## src/rtl/hrbp_pkg.sv

```systemverilog
// Shared types, character constants and match tables for the HTTP response byte parser.
package hrbp_pkg;

    localparam int STATUS_CAPACITY_DEF = 20;
    localparam int COOKIE_CAPACITY_DEF = 32;

    localparam int POS_W      = 6;
    localparam int PROTO_LEN  = 8;
    localparam int OK_LEN     = 15;
    localparam int CK_NAME_LEN = 12;

    localparam logic [7:0] CH_CR    = 8'h0D;
    localparam logic [7:0] CH_LF    = 8'h0A;
    localparam logic [7:0] CH_COMMA = 8'h2C;
    localparam logic [7:0] CH_TWO   = 8'h32;
    localparam logic [7:0] CH_ZERO  = 8'h30;
    localparam logic [7:0] CH_NINE  = 8'h39;

    typedef enum logic [1:0] {
        OP_DATA  = 2'd0,
        OP_START = 2'd1,
        OP_END   = 2'd2,
        OP_READ  = 2'd3
    } op_t;

    typedef struct packed {
        logic        msg_valid;
        logic [7:0]  msg_char;
        logic        msg_end;
        logic        response_seen;
        logic        status_ok;
        logic        body_done;
        logic [15:0] index_value;
    } result_t;

    function automatic logic [7:0] ok_char(input logic [3:0] i);
        logic [7:0] c;
        case (i)
            4'd0:    c = 8'h48;
            4'd1:    c = 8'h54;
            4'd2:    c = 8'h54;
            4'd3:    c = 8'h50;
            4'd4:    c = 8'h2F;
            4'd5:    c = 8'h31;
            4'd6:    c = 8'h2E;
            4'd7:    c = 8'h31;
            4'd8:    c = 8'h20;
            4'd9:    c = 8'h32;
            4'd10:   c = 8'h30;
            4'd11:   c = 8'h30;
            4'd12:   c = 8'h20;
            4'd13:   c = 8'h4F;
            4'd14:   c = 8'h4B;
            default: c = 8'h00;
        endcase
        return c;
    endfunction

    function automatic logic [7:0] cookie_name_char(input logic [3:0] i);
        logic [7:0] c;
        case (i)
            4'd0:    c = 8'h53;
            4'd1:    c = 8'h65;
            4'd2:    c = 8'h74;
            4'd3:    c = 8'h2D;
            4'd4:    c = 8'h43;
            4'd5:    c = 8'h6F;
            4'd6:    c = 8'h6F;
            4'd7:    c = 8'h6B;
            4'd8:    c = 8'h69;
            4'd9:    c = 8'h65;
            4'd10:   c = 8'h3A;
            4'd11:   c = 8'h20;
            default: c = 8'h00;
        endcase
        return c;
    endfunction

endpackage

```

## src/rtl/http_response_byte_parser_unit.sv

```systemverilog
// Top level of the HTTP response byte parser: input register, parser core, result register.
// A word accepted into the input register moves on to the result register through the core.
// Throughput: one word per cycle unless the output stalls; the parser state forms the loop.
// The cookie store read is registered and lands in the result register stage.
// Reset clears the parser state, the cookie valid bits and both pipeline stages;
// the block accepts words in the first cycle after reset with no clearing pass.
module http_response_byte_parser_unit #(
    parameter int STATUS_CAPACITY = hrbp_pkg::STATUS_CAPACITY_DEF,
    parameter int COOKIE_CAPACITY = hrbp_pkg::COOKIE_CAPACITY_DEF
) (
    input  logic        clk,
    input  logic        rst_n,
    input  logic        s_tvalid,
    output logic        s_tready,
    input  logic [15:0] s_tdata,  // data_byte[7:0], cookie_position[13:8], zero[15:14]
    input  logic [1:0]  s_tuser,  // operation[1:0]
    output logic        m_tvalid,
    input  logic        m_tready,
    output logic [39:0] m_tdata,  // msg_char[7:0], msg_end[8], response_seen[9],
                                  // status_ok[10], body_done[11], index_value[27:12],
                                  // cookie_char[35:28], zero[39:36]
    output logic        m_tuser   // msg_valid[0]
);

    localparam int AW = $clog2(COOKIE_CAPACITY + 1);

    logic                       s1_valid_reg;
    hrbp_pkg::op_t              s1_op_reg;
    logic [7:0]                 s1_byte_reg;
    logic [hrbp_pkg::POS_W-1:0] s1_pos_reg;
    logic                       m_valid_reg;
    hrbp_pkg::result_t          res_reg;
    hrbp_pkg::result_t          res_next;
    logic                       advance;
    logic                       ck_wr_en;
    logic [AW-1:0]              ck_wr_addr;
    logic [7:0]                 ck_wr_data;
    logic [7:0]                 cookie_char;

    assign advance  = s1_valid_reg && (!m_valid_reg || m_tready);
    assign s_tready = !s1_valid_reg || advance;
    assign m_tvalid = m_valid_reg;
    assign m_tuser  = res_reg.msg_valid;
    assign m_tdata  = {4'd0, cookie_char, res_reg.index_value, res_reg.body_done,
                       res_reg.status_ok, res_reg.response_seen, res_reg.msg_end,
                       res_reg.msg_char};

    hrbp_core #(
        .STATUS_CAPACITY (STATUS_CAPACITY),
        .COOKIE_CAPACITY (COOKIE_CAPACITY),
        .AW              (AW)
    ) u_core (
        .clk        (clk),
        .rst_n      (rst_n),
        .take       (advance),
        .op         (s1_op_reg),
        .data_byte  (s1_byte_reg),
        .result     (res_next),
        .ck_wr_en   (ck_wr_en),
        .ck_wr_addr (ck_wr_addr),
        .ck_wr_data (ck_wr_data)
    );

    hrbp_cookie_mem #(
        .COOKIE_CAPACITY (COOKIE_CAPACITY),
        .DEPTH           (COOKIE_CAPACITY + 1),
        .AW              (AW)
    ) u_cookie_mem (
        .clk     (clk),
        .rst_n   (rst_n),
        .wr_en   (ck_wr_en),
        .wr_addr (ck_wr_addr),
        .wr_data (ck_wr_data),
        .rd_take (advance),
        .rd_en   (s1_op_reg == hrbp_pkg::OP_READ),
        .rd_pos  (s1_pos_reg),
        .rd_char (cookie_char)
    );

    always_ff @(posedge clk or negedge rst_n)
    begin
        if (!rst_n)
        begin
            s1_valid_reg <= 1'b0;
            m_valid_reg  <= 1'b0;
        end
        else
        begin
            if (s_tready)
            begin
                s1_valid_reg <= s_tvalid;
            end
            if (advance)
            begin
                m_valid_reg <= 1'b1;
            end
            else if (m_tready)
            begin
                m_valid_reg <= 1'b0;
            end
        end
    end

    always_ff @(posedge clk)
    begin
        if (s_tvalid && s_tready)
        begin
            s1_op_reg   <= hrbp_pkg::op_t'(s_tuser);
            s1_byte_reg <= s_tdata[7:0];
            s1_pos_reg  <= s_tdata[13:8];
        end
        if (advance)
        begin
            res_reg <= res_next;
        end
    end

`ifndef SYNTHESIS
    assert property (@(posedge clk) disable iff (!rst_n)
        m_valid_reg |-> (!res_reg.status_ok || res_reg.response_seen))
        else $error("status_ok reported without response_seen");

    assert property (@(posedge clk) disable iff (!rst_n)
        m_valid_reg |-> !(res_reg.msg_valid && res_reg.msg_end))
        else $error("message character and message end in the same word");

    assert property (@(posedge clk) disable iff (!rst_n)
        (s1_valid_reg && m_valid_reg && !m_tready) |-> !s_tready)
        else $error("input taken while both pipeline stages are held");

    assert property (@(posedge clk) disable iff (!rst_n)
        advance |=> m_valid_reg)
        else $error("advanced word did not reach the result register");
`endif

endmodule

```

## src/rtl/hrbp_cookie_mem.sv

```systemverilog
// Cookie value store with per-entry valid bits and a registered read port.
module hrbp_cookie_mem #(
    parameter int COOKIE_CAPACITY = hrbp_pkg::COOKIE_CAPACITY_DEF,
    parameter int DEPTH = COOKIE_CAPACITY + 1,
    parameter int AW = $clog2(DEPTH)
) (
    input  logic                      clk,
    input  logic                      rst_n,
    input  logic                      wr_en,
    input  logic [AW-1:0]             wr_addr,
    input  logic [7:0]                wr_data,
    input  logic                      rd_take,
    input  logic                      rd_en,
    input  logic [hrbp_pkg::POS_W-1:0] rd_pos,
    output logic [7:0]                rd_char
);

    logic [7:0]       mem [DEPTH];
    logic [DEPTH-1:0] valid_reg;
    logic [DEPTH-1:0] valid_next;
    logic [7:0]       char_reg;
    logic [AW-1:0]    rd_addr;
    logic             rd_hit;

    assign rd_addr = rd_pos[AW-1:0];
    assign rd_hit  = rd_en && (rd_pos <= hrbp_pkg::POS_W'(COOKIE_CAPACITY))
                     && valid_reg[rd_addr];
    assign rd_char = char_reg;

    always_comb
    begin
        valid_next = valid_reg;
        if (wr_en)
        begin
            for (int i = 0; i < DEPTH; i++)
            begin
                if (AW'(i) == wr_addr)
                begin
                    valid_next[i] = 1'b1;
                end
                else if (AW'(i) == wr_addr + AW'(1))
                begin
                    valid_next[i] = 1'b0;
                end
            end
        end
    end

    always_ff @(posedge clk or negedge rst_n)
    begin
        if (!rst_n)
        begin
            valid_reg <= '0;
        end
        else
        begin
            valid_reg <= valid_next;
        end
    end

    always_ff @(posedge clk)
    begin
        if (wr_en)
        begin
            mem[wr_addr] <= wr_data;
        end
        if (rd_take)
        begin
            char_reg <= rd_hit ? mem[rd_addr] : 8'd0;
        end
    end

endmodule

```

## src/rtl/hrbp_core.sv

```systemverilog
// Parser state registers and the next-state and result logic for one word.
module hrbp_core #(
    parameter int STATUS_CAPACITY = hrbp_pkg::STATUS_CAPACITY_DEF,
    parameter int COOKIE_CAPACITY = hrbp_pkg::COOKIE_CAPACITY_DEF,
    parameter int AW = $clog2(COOKIE_CAPACITY + 1)
) (
    input  logic              clk,
    input  logic              rst_n,
    input  logic              take,
    input  hrbp_pkg::op_t     op,
    input  logic [7:0]        data_byte,
    output hrbp_pkg::result_t result,
    output logic              ck_wr_en,
    output logic [AW-1:0]     ck_wr_addr,
    output logic [7:0]        ck_wr_data
);

    localparam int LW      = $clog2(STATUS_CAPACITY + 1);
    localparam int CK_ERR  = hrbp_pkg::CK_NAME_LEN + COOKIE_CAPACITY;
    localparam int CK_DONE = CK_ERR + 1;
    localparam int SW      = $clog2(CK_DONE + 1);

    typedef enum logic [2:0] {
        SEC_LINE1  = 3'd0,
        SEC_HDR0   = 3'd1,
        SEC_HDR1   = 3'd2,
        SEC_HDRANY = 3'd3,
        SEC_BODY   = 3'd4
    } section_t;

    typedef enum logic [2:0] {
        BD_TWO     = 3'd0,
        BD_COMMA1  = 3'd1,
        BD_MSG     = 3'd2,
        BD_WAITIDX = 3'd3,
        BD_IDX     = 3'd4,
        BD_DONE    = 3'd5,
        BD_ERR     = 3'd6
    } body_t;

    section_t      section_reg, section_next;
    logic [LW-1:0] len_reg, len_next;
    logic          p8_reg, p8_next;
    logic          p15_reg, p15_next;
    logic [SW-1:0] ck_step_reg, ck_step_next;
    body_t         body_reg, body_next;
    logic [15:0]   index_reg, index_next;

    logic          eoln;
    logic          hdr;
    logic          seen;
    logic          ok;
    logic          is_digit;
    logic          char_match;
    logic [SW-1:0] ck_off;
    logic [15:0]   index_step;

    assign eoln       = (data_byte == hrbp_pkg::CH_CR) || (data_byte == hrbp_pkg::CH_LF);
    assign is_digit   = (data_byte >= hrbp_pkg::CH_ZERO) && (data_byte <= hrbp_pkg::CH_NINE);
    assign char_match = (data_byte == hrbp_pkg::ok_char(len_reg[3:0]));
    assign ck_off     = ck_step_reg - SW'(hrbp_pkg::CK_NAME_LEN);
    assign index_step = {index_reg[12:0], 3'b000} + {index_reg[14:0], 1'b0}
                        + {8'd0, data_byte - hrbp_pkg::CH_ZERO};
    assign seen       = (section_reg != SEC_LINE1) && p8_reg
                        && (len_reg >= LW'(hrbp_pkg::PROTO_LEN));
    assign ok         = seen && p15_reg && (len_reg == LW'(hrbp_pkg::OK_LEN));

    always_comb
    begin
        section_next = section_reg;
        len_next     = len_reg;
        p8_next      = p8_reg;
        p15_next     = p15_reg;
        ck_step_next = ck_step_reg;
        body_next    = body_reg;
        index_next   = index_reg;
        result       = '0;
        hdr          = 1'b0;
        ck_wr_en     = 1'b0;
        ck_wr_addr   = ck_off[AW-1:0];
        ck_wr_data   = data_byte;

        if (take)
        begin
            case (op)
                hrbp_pkg::OP_DATA:
                begin
                    case (section_reg)
                        SEC_LINE1:
                        begin
                            if (data_byte == hrbp_pkg::CH_LF)
                            begin
                                section_next = SEC_HDR0;
                            end
                            else if (data_byte != hrbp_pkg::CH_CR
                                     && len_reg < LW'(STATUS_CAPACITY))
                            begin
                                if (len_reg < LW'(hrbp_pkg::PROTO_LEN))
                                begin
                                    p8_next = p8_reg && char_match;
                                end
                                if (len_reg < LW'(hrbp_pkg::OK_LEN))
                                begin
                                    p15_next = p15_reg && char_match;
                                end
                                len_next = len_reg + LW'(1);
                            end
                        end
                        SEC_HDR0:
                        begin
                            hdr = 1'b1;
                            if (data_byte == hrbp_pkg::CH_CR)
                            begin
                                section_next = SEC_HDR1;
                            end
                            else if (data_byte == hrbp_pkg::CH_LF)
                            begin
                                section_next = SEC_BODY;
                            end
                            else
                            begin
                                section_next = SEC_HDRANY;
                            end
                        end
                        SEC_HDR1:
                        begin
                            hdr = 1'b1;
                            section_next = (data_byte == hrbp_pkg::CH_LF) ? SEC_BODY : SEC_HDR0;
                        end
                        SEC_HDRANY:
                        begin
                            hdr = 1'b1;
                            if (data_byte == hrbp_pkg::CH_LF)
                            begin
                                section_next = SEC_HDR0;
                            end
                        end
                        SEC_BODY:
                        begin
                            case (body_reg)
                                BD_TWO:
                                begin
                                    body_next = (data_byte == hrbp_pkg::CH_TWO) ? BD_COMMA1 : BD_ERR;
                                end
                                BD_COMMA1:
                                begin
                                    body_next = (data_byte == hrbp_pkg::CH_COMMA) ? BD_MSG : BD_ERR;
                                end
                                BD_MSG:
                                begin
                                    if (data_byte == hrbp_pkg::CH_COMMA)
                                    begin
                                        result.msg_end = 1'b1;
                                        body_next = BD_WAITIDX;
                                    end
                                    else
                                    begin
                                        result.msg_valid = 1'b1;
                                        result.msg_char  = data_byte;
                                    end
                                end
                                BD_WAITIDX:
                                begin
                                    if (data_byte == hrbp_pkg::CH_COMMA)
                                    begin
                                        body_next  = BD_IDX;
                                        index_next = 16'd0;
                                    end
                                end
                                BD_IDX:
                                begin
                                    if (eoln)
                                    begin
                                        body_next = BD_DONE;
                                    end
                                    else if (is_digit)
                                    begin
                                        index_next = index_step;
                                    end
                                    else
                                    begin
                                        body_next = BD_ERR;
                                    end
                                end
                                default:
                                begin
                                end
                            endcase
                        end
                        default:
                        begin
                        end
                    endcase
                end
                hrbp_pkg::OP_START:
                begin
                    section_next = SEC_LINE1;
                    len_next     = '0;
                    p8_next      = 1'b1;
                    p15_next     = 1'b1;
                    ck_step_next = '0;
                    body_next    = BD_TWO;
                end
                hrbp_pkg::OP_END:
                begin
                    result.response_seen = seen;
                    result.status_ok     = ok;
                    if (ok && body_reg != BD_DONE)
                    begin
                        index_next = 16'd0;
                    end
                end
                default:
                begin
                end
            endcase
        end

        if (hdr)
        begin
            if (ck_step_reg < SW'(hrbp_pkg::CK_NAME_LEN))
            begin
                if (eoln)
                begin
                    ck_step_next = '0;
                end
                else if (data_byte == hrbp_pkg::cookie_name_char(ck_step_reg[3:0]))
                begin
                    ck_step_next = ck_step_reg + SW'(1);
                end
                else
                begin
                    ck_step_next = SW'(CK_ERR);
                end
            end
            else if (ck_step_reg < SW'(CK_ERR))
            begin
                if (eoln)
                begin
                    ck_step_next = SW'(CK_DONE);
                end
                else
                begin
                    ck_wr_en     = 1'b1;
                    ck_step_next = ck_step_reg + SW'(1);
                end
            end
            else if (ck_step_reg == SW'(CK_ERR))
            begin
                if (eoln)
                begin
                    ck_step_next = '0;
                end
            end
        end

        result.body_done   = (body_next == BD_DONE);
        result.index_value = index_next;
    end

    always_ff @(posedge clk or negedge rst_n)
    begin
        if (!rst_n)
        begin
            section_reg <= SEC_LINE1;
            len_reg     <= '0;
            p8_reg      <= 1'b1;
            p15_reg     <= 1'b1;
            ck_step_reg <= '0;
            body_reg    <= BD_TWO;
            index_reg   <= 16'd0;
        end
        else
        begin
            section_reg <= section_next;
            len_reg     <= len_next;
            p8_reg      <= p8_next;
            p15_reg     <= p15_next;
            ck_step_reg <= ck_step_next;
            body_reg    <= body_next;
            index_reg   <= index_next;
        end
    end

endmodule

```

## config.mk

```make
export PLATFORM = sky130hd
export DESIGN_NAME = http_response_byte_parser_unit
export DESIGN_NICKNAME = d
export VERILOG_FILES = /design/src/rtl/hrbp_pkg.sv /design/src/rtl/http_response_byte_parser_unit.sv /design/src/rtl/hrbp_cookie_mem.sv /design/src/rtl/hrbp_core.sv
export SDC_FILE = /design/constraint.sdc
export NUM_CORES = 1
export LEC_CHECK = 0
export BUFFER_PORTS_ARGS = -buffer_cell sky130_fd_sc_hd__buf_2
export CAP_MARGIN = 30
export CORE_MARGIN = 2
export CORE_UTILIZATION = 45
export CTS_CLUSTER_DIAMETER = 30
export CTS_CLUSTER_SIZE = 16
export DETAILED_ROUTE_END_ITERATION = 16
export PLACE_DENSITY = 0.67
export RECOVER_POWER = 25
export SETUP_SLACK_MARGIN = 0.4
export SLEW_MARGIN = 20
export SYNTH_ARGS = -nofsm -noshare
export SYNTH_HDL_FRONTEND = slang
export SYNTH_HIERARCHICAL = 1
export SYNTH_SLANG_ARGS = --single-unit
```

## constraint.sdc

```tcl
create_clock -name clk -period 8.75 [get_ports clk]
set_input_delay 1.75 -clock clk [delete_from_list [all_inputs] [get_ports clk]]
set_output_delay 1.75 -clock clk [all_outputs]
set_load 0.1 [all_outputs]
```

==> results of run 1 <==
## Yosys cell counts, drive strengths merged, types with 5 or more instances
library cell,n,area [µm²]
and2,17,109
nand2b,21,131
and3,7,43.8
nor2,82,313
o21ai,99,499
xnor2,20,175
nor2b,16,100
o211ai,7,66.3
fa,6,120
dfrtp,68,1700
nor4,8,50.1
a221o,5,50.1
clkbuf,27,101
edfxtp,317,9520
o22ai,13,81.3
a21o,7,52.6
nor3b,8,87.6
buf,52,362
inv,29,109
mux2i,34,340
a31oi,7,43.8
o221ai,5,43.8
a21oi,36,199
a211oi,5,42.5
nand4,6,37.5
or3b,6,55.1
a32oi,8,70.1
xor2,6,52.6
a2111oi,8,96.4
nand3,14,70.1
nor3,27,135
mux4,61,1370
nand2,70,263
nand3b,7,65.1
ha,37,463
## cell families (layout without fill, tap and decap cells)
logic type / count (synthesis) / in the layout / share of synthesized area [%]
other: 1 / 4 / 0.0211
buffers and inverters: 109 / 260 / 3.24
adder cells (fa/ha/maj): 43 / 43 / 3.28
AO/OA/AOI/OAI: 254 / 254 / 9.71
flip-flops: 387 / 387 / 63.5
multiplexers: 97 / 97 / 9.78
AND/OR/NAND/NOR: 309 / 309 / 9.21
XOR/XNOR: 26 / 26 / 1.28
## stage by stage
step / setup WS (ns) / cells / power [µW] / cell area [µm²]
floorplan: 3.19 / 1229 / 2450 / 17800
global placement: 3.24 / 1745 / 2540 / 18400
detailed placement: 3.12 / 1745 / 2550 / 18400
CTS: 3.72 / 1897 / 5740 / 21300
global route: 2.45 / 1898 / 5890 / 21300
finish: 2.91 / 1898 / 5710 / 21300
## where the power goes
| part | switching [µW] | total [µW] | internal (µW) |
|---|---|---|---|
| clock | 1030 | 3180 | 2150 |
| combinational | 299 | 438 | 138 |
| sequential | 46.8 | 2090 | 2040 |
## routing by layer
metal	GRT usage [%]	vias to the layer above	part of all wire (%)
li1	-	4952	-
met1	27.8	5760	42
met2	34.6	402	50
met3	3.87	62	6.2
met4	7.82	0	2.0
met5	0	-	0
## final timing paths
path / from / to / cells past startpoint
max: s1_byte_reg[4] / u_cookie_mem/mem[31][6] / 9
min: u_cookie_mem/valid_reg[31] / u_cookie_mem/valid_reg[31] / 1
max reg2reg: s1_byte_reg[4] / u_cookie_mem/mem[31][6] / 9
min reg2reg: u_cookie_mem/valid_reg[31] / u_cookie_mem/valid_reg[31] / 1
max in group asynchronous: rst_n / u_cookie_mem/valid_reg[32] / 2
min in group asynchronous: rst_n / u_core/len_reg[0] / 1
## cell type report
class | count | area, µm²
Timing Repair Buffer | 78 | 433
Clock inverter | 59 | 712
Clock buffer | 93 | 2180
Inverter | 30 | 113
Tap cell | 518 | 648
Sequential cell | 387 | 11300
Multi-Input combinational cell | 733 | 5930
Fill cell | 3071 | 17500
## worst max-delay path, cell delays in order (launching register included)
cell	delay, ns
edfxtp_1	0.32
clkbuf_1	1.48
inv_1	0.59
ha_1	0.40
nand4bb_1	0.17
a21oi_4	0.15
nor3_1	0.51
nand3_1	0.58
nand2b_1	0.47
nor2_1	0.78
==> flow_metrics.tcl, run 1 <==
set metrics [dict create \
    ctsResizeCount 0 \
    power.leakage_uw 0.00769 \
    cts_tree "done" \
    wirelength_um 42800 \
    ys_seq_area_share_pct 63.5 \
    synth_edf_count 317 \
    finalNetCount 1376 \
    worstSetupStartpointType "flop" \
    max_freq_mhz 171 \
    fin_util_pct 54.8 \
    maxCapViolCount 8 \
    maxSlewViolCount 348 \
    cts_buffers 81 \
    grt_setup_unrepaired "false" \
    whs_ns 0.475 \
    vias_per_cell 5.89 \
    antenna_left 0 \
    layout_common_cells "edfxtp_1, o21ai_0, clkbuf_16, nor2_1, nand2_1" \
    hold_path_class "flop to flop" \
    drc_errors 0 \
    tightestPinTransition_ns 2.49 \
    wl_per_cell_um 22.6 \
    hold_viol 0 \
    regToRegSetupSlack_ns 2.91 \
    critPathRequiredTime_ns 8.96 \
    worstPathMaxFanout 39 \
    largest_reg_flops 264 \
    violations "max-capacitance violations, max-slew violations" \
    grt_pass1_vias 11200 \
    max_slew_margin_pct -66.0 \
    final_common_cell "edfxtp_1" \
    grt.total_usage_pct 21.0 \
    synthesis.area_um2 17800 \
    antenna_found_initial 0 \
    post_cts_buffers 0 \
    diodes 0 \
    gp_congestion 0.882 \
    clkLatencyLatePin_ns 0.60 \
    first_iter_violations 1055 \
    grt_pass1_wl_um 65600 \
    finalCritPeriodShare_pct 66.7 \
    status "finished, violations left" \
    die_h_um 203 \
    synth_flop_cell "edfxtp_1" \
    irDropWorstVdd_v 0.000150 \
    drt_first_pass_iters 5 \
    htree_num_levels 3 \
    setup_tns_ns 0 \
    area_delta_synth_final_pct 19.8 \
    syn_inst 1226 \
    critPathKind "flop to flop" \
    io_pins 65 \
    dp_hpwl_um 25300 \
    syn_area_per_cell_um2 14.5 \
    cp-end-kind "flop" \
    finalClockSkew_ns 0.0235 \
    power.density_nw_per_um2 268 \
    port_buffers 58 \
    setup_violations 0 \
    core_area_um2 38800 \
    clockBufferDepth 3 \
    grt_max_degree 71 \
    yosysUniqueCellTypes 97 \
    hold_buffers 0 \
    cts-root-buf "clkbuf_16" \
    die_area_um2 41100 \
    rows 72 \
    ys_warn_count 6 \
    dieWidth_um 203 \
    num_vias 11200 \
    worst_ep_arrival_time_ns 6.05 \
    final_layout_size_suffix_gt1_share_pct 22.2 \
    fin_crit_ns 5.84 \
    clock-sinks 387 \
    grt-ovfl-total 0 \
    synth_async_sr_flop_share_pct 18.1 \
    initial_utilization_pct 45.7 \
    clkTransAtPathRegs_ns 0.05 \
    ys_seq_elements 387 \
]
(Power assumes the default switching activity.)
==> inputs of run 2 (changes only) <==
==> constraint.sdc (replaced) <==
create_clock -name clk -period 6.1 [get_ports clk]
set_input_delay 1.22 -clock clk [delete_from_list [all_inputs] [get_ports clk]]
set_output_delay 1.22 -clock clk [all_outputs]
set_load 0.1 [all_outputs]
==> run 2 against run 1 <==
Design area increased by 0.45%. Worst setup slack got worse by 1.7 ns. Power increased by 46%. Wire length decreased by 0.30%. Sequential share of layout area decreased by 0.24 points. Sequential cell count unchanged. Via count decreased by 0.20%. Combinational power increased by 41%. Register-to-register slack got worse by 1.7 ns. Die area unchanged. Worst hold slack improved by 0.0052 ns. Clock-buffer cell count decreased by 3. The run still ends with max-capacitance violations, max-slew violations left.
==> flow_metrics.tcl, run 2 (synthesis gave the netlist of run 1 again) <==
set metrics [dict create \
    core_area_um2 38800 \
    grt_max_degree 69 \
    clock-sinks 387 \
    clkLatencyLatePin_ns 0.60 \
    num_vias 11200 \
    cp-end-kind "flop" \
    first_iter_violations 971 \
    largest_reg_flops 264 \
    final_common_cell "edfxtp_1" \
    fin_crit_ns 4.88 \
    vias_per_cell 5.87 \
    hold_path_class "flop to flop" \
    dieWidth_um 203 \
    setup_violations 0 \
    cts_tree "done" \
    dp.cells 1750 \
    ctsResizeCount 0 \
    grt_setup_unrepaired "false" \
    grt_pass1_vias 11400 \
    htree_num_levels 3 \
    die_area_um2 41100 \
    maxCapViolCount 2 \
    grt.total_usage_pct 21.2 \
    power.leakage_uw 0.00773 \
    hold_viol 0 \
    finalNetCount 1382 \
    fillerInstances 3047 \
    clockBufferDepth 3 \
    antenna_left 0 \
    maxSlewViolCount 88 \
    tightestPinTransition_ns 2.43 \
    port_buffers 58 \
    worst_ep_arrival_time_ns 5.08 \
    critPathRequiredTime_ns 6.31 \
    worstPathMaxFanout 44 \
    worstSetupStartpointType "flop" \
    cts_buffers 80 \
    wl_per_cell_um 22.5 \
    wirelength_um 42700 \
    final_layout_size_suffix_gt1_share_pct 22.0 \
    antenna_found_initial 0 \
    cts-root-buf "clkbuf_16" \
    finalCritPeriodShare_pct 80.0 \
    clkTransAtPathRegs_ns 0.05 \
    finalClockSkew_ns 0.0289 \
    max_freq_mhz 205 \
    status "finished, violations left" \
    post_cts_buffers 0 \
    setup_tns_ns 0 \
    grt-ovfl-total 0 \
    diodes 0 \
    layout_common_cells "edfxtp_1, o21ai_0, clkbuf_16, nor2_1, nand2_1" \
    max_slew_margin_pct -62.3 \
    dp_hpwl_um 26200 \
    critPathKind "flop to flop" \
    drt_first_pass_iters 5 \
    initial_utilization_pct 45.7 \
    grt_pass1_wl_um 66300 \
    final_cell_count_no_fill 1900 \
    irDropWorstVdd_v 0.000218 \
    violations "max-capacitance violations, max-slew violations" \
    drc_errors 0 \
    area_delta_synth_final_pct 20.4 \
    io_pins 65 \
    die_h_um 203 \
    power.density_nw_per_um2 389 \
    gp_congestion 0.898 \
    hold_buffers 0 \
    rows 72 \
]
## run 2: report_power, final
part	internal (µW)	switching [µW]	total, µW
registers	2930	75.8	3010
clock network	3240	1460	4700
logic	198	420	618
total	6360	1960	8320
## run 2: worst max-delay path, stage by stage (launching register included)
cell and delay, ns:
edfxtp_1 0.34, clkbuf_1 1.73, nand3b_1 0.31, a21oi_4 0.18, nor3_1 0.52, nand3_1 0.13
buf_4 0.21, nand2b_1 0.29, nor2_1 0.78
## run 2: area by class of cell
type,count,area (µm²),area share (%)
Timing Repair Buffer,85,473,2.21
Clock buffer,90,2110,9.88
Multi-Input combinational cell,733,5910,27.7
Tap cell,518,648,3.03
Clock inverter,57,848,3.97
Inverter,30,113,0.527
Sequential cell,387,11300,52.7
## run 2: per-layer routing
layer	vias to the layer above	wire, µm	global-route usage (%)
li1	4965	-	-
met1	5692	18000	28.2
met2	407	20700	34.4
met3	90	2660	4.11
met4	0	1300	8.39
met5	-	0	0
## run 2: final timing paths
path	from	to	slack, ns	cells after the start
min	u_cookie_mem/valid_reg[3]	u_cookie_mem/valid_reg[3]	0.48	1
max reg2reg	s1_byte_reg[1]	u_cookie_mem/mem[31][2]	1.22	8
min in group asynchronous	rst_n	u_core/index_reg[7]	0.76	1
max in group asynchronous	rst_n	u_core/ck_step_reg[2]	4.03	2
min reg2reg	u_cookie_mem/valid_reg[3]	u_cookie_mem/valid_reg[3]	0.48	1
max	s1_byte_reg[1]	u_cookie_mem/mem[31][2]	1.22	8
## run 2: through the flow
stage	utilization, %	hold WS, ns	instance area [µm²]	total power [µW]	worst slack, ns
4_1_cts	55.1	0.480	21400	8390	1.99
3_3_place_gp	47.5	0.459	18400	3650	1.50
3_5_place_dp	47.5	0.467	18500	3670	1.38
5_1_grt	55.1	0.499	21400	8560	0.870
6_report	55.1	0.480	21400	8320	1.22
2_1_floorplan	-	0.445	17800	3520	1.07
==> inputs of run 3 (changes only) <==
--- a/config.mk
+++ b/config.mk
@@ -12,7 +12,7 @@
 export CTS_CLUSTER_DIAMETER = 30
 export CTS_CLUSTER_SIZE = 16
 export DETAILED_ROUTE_END_ITERATION = 16
-export PLACE_DENSITY = 0.67
+export PLACE_DENSITY = 0.69
 export RECOVER_POWER = 25
 export SETUP_SLACK_MARGIN = 0.4
 export SLEW_MARGIN = 20
==> constraint.sdc (replaced) <==
create_clock -name clk -period 4.4 [get_ports clk]
set_input_delay 0.88 -clock clk [delete_from_list [all_inputs] [get_ports clk]]
set_output_delay 0.88 -clock clk [all_outputs]
set_load 0.1 [all_outputs]
==> run 3 against run 2 <==
The run still ends with max-capacitance violations, max-slew violations left. Critical path depth up 3. Sequential cell count unchanged. Register-to-register slack worse by 0.55 ns. Clock-buffer cell count down 4. Final cell count up 1.2%. Worst setup slack worse by 0.55 ns. Power up 31%.
==> flow_metrics.tcl, run 3 (synthesis gave the netlist of run 1 again) <==
set metrics [dict create \
    max_stage_delay_ns 0.82 \
    area_delta_synth_final_pct 20.3 \
    setup_tns_ns 0 \
    num_vias 11300 \
    use_met1_pct 29.2 \
    dieWidth_um 203 \
    clkTransAtPathRegs_ns 0.05 \
    grt.total_usage_pct 21.0 \
    layout_common_cells "edfxtp_1, o21ai_0, nor2_1, clkbuf_16, nand2_1" \
    fin_ws_ns 0.672 \
    io_pins 65 \
    finalCritPeriodShare_pct 84.7 \
    clkLatencyLatePin_ns 0.59 \
    whs_ns 0.476 \
    intPower_uw 8250 \
    gp_congestion 0.895 \
    switchingPower_uw 2690 \
    vias_per_cell 5.86 \
    port_buffers 58 \
    cp-end-kind "flop" \
    regArea_um2 11300 \
    worst_path_max_delay_cell "clkbuf_1" \
    power_frac_seq_pct 38.0 \
    dp_hpwl_um 26400 \
    initial_utilization_pct 45.7 \
    finalClockSkew_ns 0.0323 \
    finalPower_uw 10900 \
    hold_viol 0 \
    critPathKind "flop to flop" \
    power.leakage_uw 0.00777 \
    grt_max_degree 71 \
    status "finished, violations left" \
    setup_violations 0 \
    fin_crit_ns 3.73 \
    ctsResizeCount 0 \
    tightestPinTransition_ns 1.55 \
    violations "max-capacitance violations, max-slew violations" \
    final_layout_size_suffix_gt1_share_pct 23.4 \
    grt_pass1_vias 11200 \
    antenna_left 0 \
    max_freq_mhz 268 \
    drt_first_pass_iters 5 \
    htree_num_levels 3 \
    grt.met2_usage_pct 33.3 \
    regToRegSetupSlack_ns 0.67 \
    power.density_nw_per_um2 512 \
    crit_chain "clkbuf_1 -> ha_1 -> ha_1 -> inv_1 -> fa_1 -> nand2b_1 -> a21oi_1 -> nor4_1 -> o311ai_1 -> xnor2_1 -> o21ai_0" \
    p_sw_share_pct 24.6 \
    core_area_um2 38800 \
    die_h_um 203 \
    critPathRequiredTime_ns 4.70 \
    maxCapViolCount 1 \
    final_common_cell "edfxtp_1" \
    multi_input_area_um2 5940 \
    wirelength_um 42500 \
    worst_ep_arrival_time_ns 4.03 \
    grt_pass1_wl_um 65600 \
    drc_errors 0 \
    finalNetCount 1405 \
    first_iter_violations 1204 \
    rows 72 \
    hold_path_class "flop to flop" \
    clockBufferDepth 3 \
    diodes 0 \
    fillerInstances 3021 \
    combinationalPowerShare_pct 7.9 \
    grt_setup_unrepaired "false" \
    worstSetupStartpointType "flop" \
    power_frac_clock_pct 54.1 \
    irDropWorstVdd_v 0.000324 \
    antenna_found_initial 0 \
    worstPathMaxFanout 22 \
    largest_reg_flops 264 \
    cts_buffers 77 \
    die_area_um2 41100 \
    top_usage_layer "met2" \
    use_met3_pct 3.93 \
    cts-root-buf "clkbuf_16" \
    maxSlewViolCount 36 \
    preCtsSetupSlack_ns 0.429 \
    cts_tree "done" \
    crit_top_cell "ha_1" \
    max_slew_margin_pct -3.39 \
    hold_buffers 0 \
    grt-ovfl-total 0 \
    clock-sinks 387 \
    wl_per_cell_um 22.1 \
]
[run 3: cell count changes in the layout (fill, tap and decap cells not counted), moves of 3 or more]
cell | previous run | this run
clkbuf_16 | 83 | 78
bufinv_16 | 17 | 10
clkinv_4 | 13 | 4
nor3_1 | 27 | 23
clkinv_2 | 6 | 9
nor3_2 | 0 | 4
inv_6 | 6 | 13
buf_4 | 18 | 44
[run 3: worst max-delay path: cells and delay by family (launching register included)]
| family | cells | cell delay (ns) |
|---|---|---|
| AOI/OAI and AO/OA | 3 | 0.74 |
| DFF | 1 | 0.36 |
| adders and majority gates | 3 | 0.97 |
| and+or+nand+nor | 2 | 0.32 |
| buffers and inverters | 2 | 0.90 |
| xor gates and xnor gates | 1 | 0.18 |
[run 3: timing repair]
item | 4_1_cts | 5_1_grt
hold endpoints to repair | 0 | 0
endpoints found under the setup margin | 0 | 15
buffers inserted | 0 | 1
[run 3: routing by layer]
metal / up-vias / share of wire [%]
li1: 5001 / -
met1: 5669 / 42
met2: 532 / 49
met3: 54 / 7.6
met4: 0 / 2.1
met5: - / 0
[run 3: final cells by class]
class	count	share of cell area (%)
Clock buffer	86	9.33
Clock inverter	57	3.20
Inverter	30	0.527
Multi-Input combinational cell	733	27.8
Sequential cell	387	52.8
Tap cell	518	3.03
Timing Repair Buffer	111	3.34
[run 3: stage by stage]
step | std cells | cell area [µm²] | utilization, %
6_report | 1922 | 21400 | 55.0
5_1_grt | 1922 | 21400 | 55.0
4_1_cts | 1919 | 21400 | 55.0
3_5_place_dp | 1776 | 18700 | 48.1
3_3_place_gp | 1775 | 18700 | 48.0
2_1_floorplan | 1229 | 17800 | -
[run 3: worst paths after layout]
kind / from / end / cells after the start
min: u_cookie_mem/valid_reg[31] / u_cookie_mem/valid_reg[31] / 1
min reg2reg: u_cookie_mem/valid_reg[31] / u_cookie_mem/valid_reg[31] / 1
max: s1_byte_reg[1] / m_tdata[26] / 11
min in group asynchronous: rst_n / u_core/body_reg[1] / 1
max in group asynchronous: rst_n / u_cookie_mem/valid_reg[31] / 2
max reg2reg: s1_byte_reg[1] / m_tdata[26] / 11
[run 3: power groups by stage]
| stage | sequential, µW | combinational (µW) | clock, µW |
|---|---|---|---|
| after floorplan | 4330 | 550 | 0 |
| after global routing | 4170 | 932 | 6190 |
| after detailed placement | 4220 | 860 | 0 |
| final | 4160 | 864 | 5920 |
| after CTS | 4160 | 865 | 6010 |
| after global placement | 4220 | 840 | 0 |
